File: src/sv/indexed_insert_remove_list_core_defines.svh
// assertion macros for the list core
`ifndef INDEXED_INSERT_REMOVE_LIST_CORE_DEFINES_SVH
`define INDEXED_INSERT_REMOVE_LIST_CORE_DEFINES_SVH

// antecedent holds, consequent in the same cycle
`define IIRL_ASSERT_SAME(lbl, clk, rst, ante, cons) \
   lbl: assert property (@(posedge clk) disable iff (rst) (ante) |-> (cons)) \
      else $error("iirl: same-cycle property failed");

// antecedent holds, consequent in the next cycle
`define IIRL_ASSERT_NEXT(lbl, clk, rst, ante, cons) \
   lbl: assert property (@(posedge clk) disable iff (rst) (ante) |=> (cons)) \
      else $error("iirl: next-cycle property failed");

`endif

File: src/sv/iirl_pkg.sv
package iirl_pkg;

   localparam logic [2:0] OP_INSERT      = 3'd0;
   localparam logic [2:0] OP_APPEND      = 3'd1;
   localparam logic [2:0] OP_REMOVE      = 3'd2;
   localparam logic [2:0] OP_REMOVE_LAST = 3'd3;
   localparam logic [2:0] OP_SEARCH      = 3'd4;
   localparam logic [2:0] OP_READ        = 3'd5;

   localparam logic [1:0] ST_OK    = 2'd0;
   localparam logic [1:0] ST_BAD   = 2'd1;
   localparam logic [1:0] ST_FULL  = 2'd2;
   localparam logic [1:0] ST_EMPTY = 2'd3;

   typedef enum logic [3:0] {
      S_IDLE,
      S_DECIDE,
      S_INS_RD,
      S_INS_WR,
      S_PUT,
      S_REM_RD,
      S_REM_WR,
      S_DROP,
      S_SRCH_RD,
      S_SRCH_CMP,
      S_RD_RD,
      S_RD_GET,
      S_FINISH
   } state_type;

   typedef enum logic [2:0] {
      IX_HOLD,
      IX_COUNT,
      IX_POS,
      IX_ZERO,
      IX_INC,
      IX_DEC
   } idx_sel_type;

   typedef enum logic [1:0] {
      RA_IDX,
      RA_DEC,
      RA_INC
   } raddr_sel_type;

   typedef struct packed {
      logic          load;
      logic          take_status;
      idx_sel_type   idx_sel;
      raddr_sel_type raddr_sel;
      logic          ram_wr;
      logic          wr_val;
      logic          cnt_inc;
      logic          cnt_dec;
      logic          set_found;
      logic          take_read;
      logic          finish;
   } cmd_type;

   typedef struct packed {
      logic ins_go;
      logic app_go;
      logic rem_go;
      logic rml_go;
      logic srch_go;
      logic rd_go;
      logic ins_shift;
      logic rem_shift;
      logic ins_more;
      logic rem_more;
      logic srch_more;
      logic cnt_zero;
      logic hit;
      logic out_busy;
   } sts_type;

endpackage

File: src/sv/iirl_ctrl.sv
module iirl_ctrl
   import iirl_pkg::*;
(
   input  logic    clock,
   input  logic    reset,
   input  logic    req_tvalid,
   output logic    req_tready,
   input  sts_type sts,
   output cmd_type cmd
);

   state_type state_ff, state_in;

   always_ff @(posedge clock) begin
      if (reset) begin
         state_ff <= S_IDLE;
      end else begin
         state_ff <= state_in;
      end
   end

   always_comb begin
      state_in = state_ff;
      unique case (state_ff)
         S_IDLE: begin
            if (req_tvalid) begin
               state_in = S_DECIDE;
            end
         end
         S_DECIDE: begin
            priority if (sts.ins_go) begin
               state_in = sts.ins_shift ? S_INS_RD : S_PUT;
            end else if (sts.app_go) begin
               state_in = S_PUT;
            end else if (sts.rem_go) begin
               state_in = sts.rem_shift ? S_REM_RD : S_DROP;
            end else if (sts.rml_go) begin
               state_in = S_DROP;
            end else if (sts.srch_go) begin
               state_in = sts.cnt_zero ? S_FINISH : S_SRCH_RD;
            end else if (sts.rd_go) begin
               state_in = S_RD_RD;
            end else begin
               state_in = S_FINISH;
            end
         end
         S_INS_RD:   state_in = S_INS_WR;
         S_INS_WR:   state_in = sts.ins_more ? S_INS_RD : S_PUT;
         S_PUT:      state_in = S_FINISH;
         S_REM_RD:   state_in = S_REM_WR;
         S_REM_WR:   state_in = sts.rem_more ? S_REM_RD : S_DROP;
         S_DROP:     state_in = S_FINISH;
         S_SRCH_RD:  state_in = S_SRCH_CMP;
         S_SRCH_CMP: begin
            priority if (sts.hit) begin
               state_in = S_FINISH;
            end else if (sts.srch_more) begin
               state_in = S_SRCH_RD;
            end else begin
               state_in = S_FINISH;
            end
         end
         S_RD_RD:    state_in = S_RD_GET;
         S_RD_GET:   state_in = S_FINISH;
         S_FINISH: begin
            if (!sts.out_busy) begin
               state_in = S_IDLE;
            end
         end
         default:    state_in = S_IDLE;
      endcase
   end

   always_comb begin
      cmd             = '0;
      cmd.idx_sel     = IX_HOLD;
      cmd.raddr_sel   = RA_IDX;
      req_tready      = 1'b0;
      unique case (state_ff)
         S_IDLE: begin
            req_tready = !reset;
            cmd.load   = req_tvalid && !reset;
         end
         S_DECIDE: begin
            cmd.take_status = 1'b1;
            priority if (sts.ins_go || sts.app_go) begin
               cmd.idx_sel = IX_COUNT;
            end else if (sts.rem_go || sts.rd_go) begin
               cmd.idx_sel = IX_POS;
            end else if (sts.srch_go) begin
               cmd.idx_sel = IX_ZERO;
            end else begin
               cmd.idx_sel = IX_HOLD;
            end
         end
         S_INS_RD: cmd.raddr_sel = RA_DEC;
         S_INS_WR: begin
            cmd.ram_wr  = 1'b1;
            cmd.idx_sel = IX_DEC;
         end
         S_PUT: begin
            cmd.ram_wr  = 1'b1;
            cmd.wr_val  = 1'b1;
            cmd.cnt_inc = 1'b1;
         end
         S_REM_RD: cmd.raddr_sel = RA_INC;
         S_REM_WR: begin
            cmd.ram_wr  = 1'b1;
            cmd.idx_sel = IX_INC;
         end
         S_DROP:   cmd.cnt_dec = 1'b1;
         S_SRCH_RD: cmd.raddr_sel = RA_IDX;
         S_SRCH_CMP: begin
            cmd.set_found = sts.hit;
            if (!sts.hit && sts.srch_more) begin
               cmd.idx_sel = IX_INC;
            end
         end
         S_RD_RD:  cmd.raddr_sel = RA_IDX;
         S_RD_GET: cmd.take_read = 1'b1;
         S_FINISH: cmd.finish = !sts.out_busy;
         default: begin
            req_tready = 1'b0;
         end
      endcase
   end

endmodule

File: config.mk
export PLATFORM = sky130hd
export DESIGN_NAME = iirl_ctrl
export DESIGN_NICKNAME = d
export VERILOG_FILES = /design/src/sv/indexed_insert_remove_list_core_defines.svh /design/src/sv/iirl_pkg.sv /design/src/sv/iirl_ctrl.sv
export SDC_FILE = /design/constraint.sdc
export NUM_CORES = 1
export LEC_CHECK = 0
export ABC_AREA = 1
export BUFFER_PORTS_ARGS = -buffer_cell sky130_fd_sc_hd__buf_2
export CORE_AREA = 4 4 41 43
export DETAILED_ROUTE_END_ITERATION = 16
export DIE_AREA = 0 0 45 47
export PLACE_DENSITY = 0.82
export SETUP_SLACK_MARGIN = 0.2
export SYNTH_ARGS = -nofsm -noshare
export SYNTH_HDL_FRONTEND = slang
export SYNTH_SLANG_ARGS = --single-unit
File: constraint.sdc
create_clock -name clock -period 1.3 [get_ports clock]
set_input_delay 0.13 -clock clock [delete_from_list [all_inputs] [get_ports clock]]
set_output_delay 0.13 -clock clock [all_outputs]
set_load 0.02 [all_outputs]
==> results of run 1 <==
==> worst reg2reg max path, stage by stage, from the launching register on <==
cell	delay, ns
dfxtp_4	0.39
inv_4	0.06
nor2_4	0.19
nand2_2	0.09
buf_4	0.14
nand3_1	0.12
nor2_2	0.06
nand3_1	0.06
nand2_1	0.05
inv_1	0.04
==> final cells by class <==
cell class | instances | area (sq um) | share of cell area, %
well taps | 15 | 18.8 | 1.91
multi-input cells | 71 | 469 | 47.7
flip-flops and latches | 4 | 95.1 | 9.67
inverters | 20 | 82.6 | 8.40
repair buffers | 39 | 295 | 30.0
clock buffers | 3 | 22.5 | 2.29
==> kinds of logic after synthesis <==
group                  synth area share (%)
buffers and inverters                  17.1
AND/OR/NAND/NOR                        54.5
flip-flops                             16.6
AO/OA/AOI/OAI                          11.7
==> cells in the final DEF, fill, tap and decap left out, drive strengths merged <==
cell | Yosys | routed
buf | 1 | 39
nor2 | 23 | 23
nand2 | 23 | 23
inv | 20 | 20
nand3 | 10 | 10
o21ai | 5 | 5
dfxtp | 4 | 4
clkbuf | 0 | 3
nor3 | 3 | 3
nand4 | 2 | 2
a21oi | 2 | 2
a31oi | 1 | 1
a22oi | 1 | 1
a211oi | 1 | 1
==> synth_stat cells <==
library cell  number
nand4_1            2
inv_2              1
a22oi_1            1
inv_1             19
a21oi_1            2
nor2_4             1
a31oi_1            1
a211oi_1           1
nor3_1             3
nand3_1           10
o21ai_0            5
nor2_2             2
nor2_1            20
dfxtp_1            4
nand2_1           23
buf_4              1
==> through the flow <==
| stage | cell area, sq um | utilization (%) | setup TNS, ns | hold slack (ns) | power [uW] |
|---|---|---|---|---|---|
| floorplan | 509 | - | 0 | 0.199 | 976 |
| global placement | 683 | 52.5 | 0 | 0.333 | 1210 |
| detailed placement | 683 | 52.5 | 0 | 0.337 | 1230 |
| CTS | 841 | 64.6 | -0.00842 | 0.103 | 1740 |
| global route | 983 | 75.6 | -1.21 | 0.104 | 2230 |
| finish | 983 | 75.6 | -0.392 | 0.105 | 2090 |
==> power by group through the flow <==
stage          Clock [uW]  Combinational, uW  Sequential, uW
2_1_floorplan           0                735             241
6_report              157               1590             343
3_5_place_dp            0                977             254
4_1_cts               155               1270             315
5_1_grt               171               1710             352
3_3_place_gp            0                963             250
==> repair_timing <==
item / in CTS / in global routing
setup buffers: 3 / 4
hold endpoints to repair: 0 / 0
pin swaps: 4 / 7
resized for setup: 42 / 31
endpoints found under the setup margin: 19 / 19
==> path summary, 6_finish.rpt <==
path | from | end | slack [ns]
worst max register to register | state_ff[2]$_SDFFE_PP0P_ | state_ff[2]$_SDFFE_PP0P_ | 0.02
worst max-delay path | state_ff[2]$_SDFFE_PP0P_ | cmd[6] | -0.07
worst min-delay path | reset | state_ff[1]$_SDFFE_PP0P_ | 0.11
worst min register to register | state_ff[3]$_SDFFE_PP0P_ | state_ff[3]$_SDFFE_PP0P_ | 0.70
==> per-layer routing <==
metal	part of all wire [%]	global-route usage, %	wire length, um	vias up
met2	53	33.1	1060	42
met4	3.8	5.85	76	0
met3	7.6	3.45	153	12
li1	-	-	-	381
met5	0	0	0	-
met1	36	18.2	725	352
==> reports/results.txt, run 1 <==
DRT antenna net count - 0
Final hold vios - 0
IO Port Bufs - 31
Synth-to-layout area growth - 104%
DR pass1 iterations - 4
Failing checks - setup timing
CP endpoint kind - primary output
Fin cells - 152
Largest registers - state_ff: 4 flops
Worst hold stages - 2
Yosys top cell area share - 17.9%
Syn nets - 113
Largest net degree at the start of global routing - 6
Core area - 1300 sq um
Psw - 1090 uW
CTS Root Cell - clkbuf_4
DP Wirelength - 1210 um
Max Buffers Root-to-Sink - 2
Pint - 998 uW
CP max FO - 4
Synthesized area - 482 sq um
Crit start category - flip-flop
R2r worst-path depth - 9
Yosys warnings - 0
RSZ-0062 raised after global routing - true
Switch share - 52.2%
Max transition margin - 77.3%
Number of max-cap violations - 0
Initial drt markers - 24
Status - complete, but fails checks
Power Dens Cells - 2120 nW/um^2
Initial Util - 37.0%
Share of the cycle needed by the critical path after routing - 105%
Worst setup slack after layout - -0.0687 ns
Finish-stage setup viols - 10
Hold-fix buffers at CTS - 0
Pre-CTS WS - 0.0863 ns
Worst-Skew Late Latency - 0.24 ns
Drt drc - 0
IO Pins - 32
Post-Syn Instances - 96
Diode count - 0
TritonCTS Buffers - 3
Routed len/inst - 13.3 um
Average size of a mapped cell - 5.02 sq um
First-pass GRT wire length - 2690 um
WP data required - 1.17 ns
Worst path cell trace - inv_4 -> nor2_4 -> nand2_2 -> nand3_2 -> buf_6
CTS tree - yes
Routability cong. - 0.799
# placed instances - 142
Yosys top cell by area - nand2_1
Biggest register - state_ff
Num rows - 13
Share of power burned in registers - 16.4%
VDD IR max - 0.877 mV
CP max-delay cell - dfxtp_4
CP peak stage delay - 0.39 ns
Die Wd - 45 um
Max Clock Skew - 0.00303 ns
Initial antenna violation count - 0
CTS Sinks - 4
Sequential-to-total area share from yosys stat - 16.6%
H-Tree Depth - 1
CTS clk-pin slew, worst paths - 0.04 ns
Worst-margin pin slew - 0.338 ns
Synth unique cells - 16
Remaining Overflow, GRT - 0
Critical path depth - 5
WP data arrival - 1.24 ns
#FFs+latches synth - 4
CP Class - reg2out
# nets final - 156
Final WL - 2010 um
Slew Limit Fails - 0
Fmax achieved - 731 MHz
Largest register FFs - 4
Chip Height - 47 um
Vias per cell - 5.18
Vias in the first global route - 686
Total GRT Usage - 17.1%
Top area cells in the synthesized netlist - nand2_1, dfxtp_1, nor2_1
P_leak - 0.000567 uW
Clock power share - 7.5%
Die Area - 2120 sq um
WP buf/inv - 2
Cell family with the largest share of critical-path delay - simple AND/OR/NAND/NOR gates
Combinational power share - 76.0%
Min-Delay Path Class - in2reg
Fillers - 106
Fraction of layout cells with a size suffix above 1 - 59.9%
Via count - 787
Fin crit period - 1.37 ns
No activity file was read; power rests on OpenSTA's default activity.
==> run 2, diff against run 1 <==
--- a/config.mk
+++ b/config.mk
@@ -6,11 +6,11 @@
 export NUM_CORES = 1
 export LEC_CHECK = 0
 export ABC_AREA = 1
-export BUFFER_PORTS_ARGS = -buffer_cell sky130_fd_sc_hd__buf_2
-export CORE_AREA = 4 4 41 43
+export BUFFER_PORTS_ARGS = -buffer_cell sky130_fd_sc_hd__buf_4
+export CORE_MARGIN = 4
+export CORE_UTILIZATION = 36
 export DETAILED_ROUTE_END_ITERATION = 16
-export DIE_AREA = 0 0 45 47
-export PLACE_DENSITY = 0.82
+export PLACE_DENSITY = 0.84
 export SETUP_SLACK_MARGIN = 0.2
 export SYNTH_ARGS = -nofsm -noshare
 export SYNTH_HDL_FRONTEND = slang
==> constraint.sdc (replaced) <==
create_clock -name clock -period 1.2 [get_ports clock]
set_input_delay 0.12 -clock clock [delete_from_list [all_inputs] [get_ports clock]]
set_output_delay 0.12 -clock clock [all_outputs]
set_load 0.02 [all_outputs]
==> reports/results.txt, run 2 (synthesized netlist as in run 1, its figures left out) <==
Total GRT Usage - 17.2%
Max Clock Skew - 0.00276 ns
DRT antenna net count - 0
Crit start category - flip-flop
DR pass1 iterations - 4
DP Wirelength - 1320 um
P_leak - 0.000518 uW
Pre-CTS WS - 0.0305 ns
R2r setup slk - 0.01 ns
Worst-Skew Late Latency - 0.23 ns
First-pass GRT wire length - 2600 um
Max transition margin - 77.6%
CP max FO - 5
CP peak stage delay - 0.39 ns
Worst setup slack after layout - -0.121 ns
Largest register FFs - 4
Reg2Reg Launch Point - state_ff[2]$_SDFFE_PP0P_
Routability cong. - 0.844
Power Dens Cells - 2160 nW/um^2
Via count - 739
Max Buffers Root-to-Sink - 2
Remaining Overflow, GRT - 0
Initial Util - 40.6%
Chip Height - 44.6 um
Die Area - 1990 sq um
TritonCTS Buffers - 3
Most frequent cells in the layout - buf_4, nand2_1, nor2_1, inv_1
Number of max-cap violations - 0
VDD IR max - 1.05 mV
Vias in the first global route - 686
Initial antenna violation count - 0
Die Wd - 44.6 um
IO Pins - 32
IO Port Bufs - 31
Core area - 1190 sq um
Largest registers - state_ff: 4 flops
Fmax achieved - 757 MHz
Finish-stage setup viols - 14
R2r worst-path depth - 9
Final hold vios - 0
Initial drt markers - 15
Hold Startpoint - reset
Worst path cell trace - inv_4 -> nor2_2 -> nand2_2 -> nor2_4 -> buf_4
Num rows - 12
CTS clk-pin slew, worst paths - 0.04 ns
Synth-to-layout area growth - 96.4%
Share of the cycle needed by the critical path after routing - 110%
WP data required - 1.08 ns
Final WL - 1630 um
Fraction of layout cells with a size suffix above 1 - 55.9%
Hold_ws - 0.0800 ns
Failing checks - setup timing
Commonest non-fill, non-tap cell in the layout - buf_4
Status - complete, but fails checks
Min-Delay Path Class - in2reg
CP endpoint kind - primary output
H-Tree Depth - 1
CTS Sinks - 4
Fin crit period - 1.32 ns
WP data arrival - 1.20 ns
Hold endpoint - state_ff[1]$_SDFFE_PP0P_
Routed len/inst - 10.9 um
# nets final - 155
Diode count - 0
RSZ-0062 raised after global routing - true
Biggest register - state_ff
Drt drc - 0
Worst hold stages - 2
Worst-margin pin slew - 0.333 ns
CTS Root Cell - clkbuf_4
Vias per cell - 4.93
Largest net degree at the start of global routing - 7
Hold-fix buffers at CTS - 0
Slew Limit Fails - 0
CP Class - reg2out
Worst flop-to-flop path endpoint - state_ff[2]$_SDFFE_PP0P_
CTS tree - yes
CP max-delay cell - dfxtp_4
## run 2: layout make-up
| type | instances | area [sq um] |
|---|---|---|
| Clock buffer | 3 | 22.5 |
| Fill cell | 93 | 240 |
| Inverter | 20 | 82.6 |
| Multi-Input combinational cell | 71 | 409 |
| Sequential cell | 4 | 95.1 |
| Tap cell | 14 | 17.5 |
| Timing Repair Buffer | 38 | 319 |
## run 2: worst max-delay path, delay by kind of cell, from the launching register on
kind	cells	cell delay [ns]
simple gates	3	0.38
flops	1	0.39
buf+inv	2	0.20
## run 2: layer usage
| metal | part of all wire, % | vias up | track usage, % |
|---|---|---|---|
| li1 | - | 379 | - |
| met1 | 40 | 332 | 18.6 |
| met2 | 53 | 26 | 32.1 |
| met3 | 5.5 | 2 | 0.813 |
| met4 | 0.49 | 0 | 10.2 |
| met5 | 0 | - | 0 |
## run 2: worst max path at each step
stage | from | to | slack (ns) | depth (start not counted)
3_5_place_dp | state_ff[0]$_SDFFE_PP0P_ | state_ff[2]$_SDFFE_PP0P_ | 0.03 | 8
5_1_grt | state_ff[2]$_SDFFE_PP0P_ | cmd[11] | -0.17 | 5
4_1_cts | state_ff[1]$_SDFFE_PP0P_ | cmd[12] | -0.1 | 6
6_report | state_ff[3]$_SDFFE_PP0P_ | cmd[2] | -0.12 | 5
3_3_place_gp | state_ff[2]$_SDFFE_PP0P_ | cmd[10] | 0.04 | 6
2_1_floorplan | state_ff[3]$_SDFFE_PP0P_ | cmd[10] | 0.02 | 5
## run 2: through the flow
| step | cells | total power [uW] | setup TNS, ns | instance area (sq um) | utilization, % |
|---|---|---|---|---|---|
| floorplan | 96 | 1110 | 0 | 532 | - |
| global placement | 143 | 1490 | 0 | 793 | 66.9 |
| detailed placement | 143 | 1520 | 0 | 793 | 66.9 |
| CTS | 149 | 1910 | -1.01 | 896 | 75.5 |
| global route | 150 | 2200 | -2.23 | 946 | 79.7 |
| finish | 150 | 2050 | -1.09 | 946 | 79.7 |
## run 2: repair_timing
action | 4_1_cts | 5_1_grt
buffers inserted | 3 | 1
setup endpoints to repair | 19 | 19
pin swaps | 5 | 2
gates resized for setup | 20 | 17
## run 2: power by group
part | leakage (uW) | switching [uW] | total [uW] | internal (uW)
registers | 0.0000356 | 120 | 346 | 226
logic | 0.000469 | 872 | 1540 | 666
clock network | 0.0000138 | 49.8 | 161 | 112
total | 0.000518 | 1040 | 2050 | 1000
==> run 3, diff against run 2 <==
==> constraint.sdc (replaced) <==
create_clock -name clock -period 1.2 [get_ports clock]
set_input_delay 0 -clock clock [delete_from_list [all_inputs] [get_ports clock]]
set_output_delay 0 -clock clock [all_outputs]
set_load 0.02 [all_outputs]
==> reports/results.txt, run 3 (synthesized netlist as in run 1, its figures left out) <==
First-pass GRT wire length - 3290 um
CTS tree - yes
Slew Limit Fails - 0
Final WL - 2300 um
Core area - 1190 sq um
CP Class - reg2out
Crit start category - flip-flop
Chip Height - 44.6 um
R2r setup slk - -0.06 ns
Failing checks - setup timing
Final hold vios - 0
Die Wd - 44.6 um
DRT antenna net count - 0
IO Port Bufs - 31
Finish-stage setup viols - 10
Via count - 809
Worst-margin pin slew - 0.365 ns
VDD IR max - 1.77 mV
# nets final - 157
Biggest register - state_ff
Fraction of layout cells with a size suffix above 1 - 60.4%
H-Tree Depth - 1
Max Clock Skew - 0.00745 ns
Min-Delay Path Class - in2reg
Remaining Overflow, GRT - 0
Fin crit period - 1.27 ns
P_leak - 0.000568 uW
CP max FO - 4
Die Area - 1990 sq um
Worst flop-to-flop path endpoint - state_ff[3]$_SDFFE_PP0P_
Max transition margin - 75.5%
Vias in the first global route - 735
CP endpoint kind - primary output
Routed len/inst - 15.1 um
Hold endpoint - state_ff[2]$_SDFFE_PP0P_
Worst hold stages - 4
Hold Startpoint - reset
Synth-to-layout area growth - 111%
# placed instances - 140
Diode count - 0
WP data required - 1.20 ns
Initial antenna violation count - 0
Fillers - 65
RSZ-0062 raised after global routing - true
CTS Root Cell - clkbuf_4
CTS clk-pin slew, worst paths - 0.05 ns
Power Dens Cells - 2310 nW/um^2
Number of max-cap violations - 0
DP Wirelength - 1280 um
Worst-Skew Late Latency - 0.24 ns
Largest net degree at the start of global routing - 6
Hold_ws - 0.0390 ns
Max Buffers Root-to-Sink - 2
CTS Sinks - 4
Largest registers - state_ff: 4 flops
Reg2Reg Launch Point - state_ff[2]$_SDFFE_PP0P_
Vias per cell - 5.29
Most frequent cells in the layout - buf_4, nand2_1, nor2_1, buf_6, inv_1
Largest register FFs - 4
Routability cong. - 0.815
DR pass1 iterations - 4
Worst setup slack after layout - -0.0661 ns
Num rows - 12
R2r worst-path depth - 10
IO Pins - 32
Status - complete, but fails checks
Initial drt markers - 26
Drt drc - 0
Fmax achieved - 790 MHz
Share of the cycle needed by the critical path after routing - 106%
WP data arrival - 1.27 ns
Setup total negative slack - -0.302 ns
Commonest non-fill, non-tap cell in the layout - buf_4
TritonCTS Buffers - 3
Initial Util - 40.6%
Total GRT Usage - 21.9%
Fin cells - 153
==> run 3: final cells by class <==
cell class,count,area [sq um],share of cell area (%)
clock buffers,4,26.3,2.58
inverters,20,82.6,8.12
multi-input cells,71,452,44.4
flip-flops and latches,4,95.1,9.35
well taps,14,17.5,1.72
repair buffers,40,344,33.8
==> run 3: critical path, stage by stage, from the launching register on <==
cell and delay [ns]:
dfxtp_4 0.38, inv_4 0.10, nand2_4 0.07, nor2_4 0.14
inv_2 0.08, nor3_4 0.12, buf_6 0.14
==> run 3: worst max-delay path by stage <==
stage                        startpoint                  endpoint  slack [ns]
4_1_cts        state_ff[2]$_SDFFE_PP0P_                   cmd[10]        0.02
2_1_floorplan  state_ff[2]$_SDFFE_PP0P_  state_ff[3]$_SDFFE_PP0P_        0.17
3_3_place_gp   state_ff[1]$_SDFFE_PP0P_  state_ff[1]$_SDFFE_PP0P_        0.04
6_report       state_ff[2]$_SDFFE_PP0P_                   cmd[10]       -0.07
5_1_grt        state_ff[2]$_SDFFE_PP0P_                   cmd[10]       -0.12
3_5_place_dp   state_ff[2]$_SDFFE_PP0P_  state_ff[1]$_SDFFE_PP0P_       -0.01
==> run 3: timing repair <==
item,in CTS,in global routing
endpoints found under the hold margin,2,0
setup buffers,6,2
pin swaps,11,8
resized for setup,40,15
hold buffers,1,0
endpoints found under the setup margin,19,19
gates cloned,0,0
==> run 3: routing by layer <==
metal	track usage [%]	vias to the layer above	wire, um
met1	25.4	369	877
li1	-	387	-
met2	39.8	49	1230
met5	0	-	0
met4	5.42	0	21
met3	4.88	4	175
==> run 3: where the power goes <==
part	internal (uW)	switching, uW
clock network	126	66.4
logic	760	1030
registers	226	143
==> run 3: metrics by stage <==
| stage | setup WS, ns | cell area, sq um | total power, uW | util, % |
|---|---|---|---|---|
| finish | -0.0661 | 1020 | 2350 | 85.8 |
| global route | -0.122 | 1020 | 2480 | 85.8 |
| CTS | 0.0173 | 955 | 2120 | 80.5 |
| detailed placement | -0.0134 | 764 | 1470 | 64.5 |
| global placement | 0.0356 | 764 | 1450 | 64.5 |
| floorplan | 0.169 | 522 | 1090 | - |
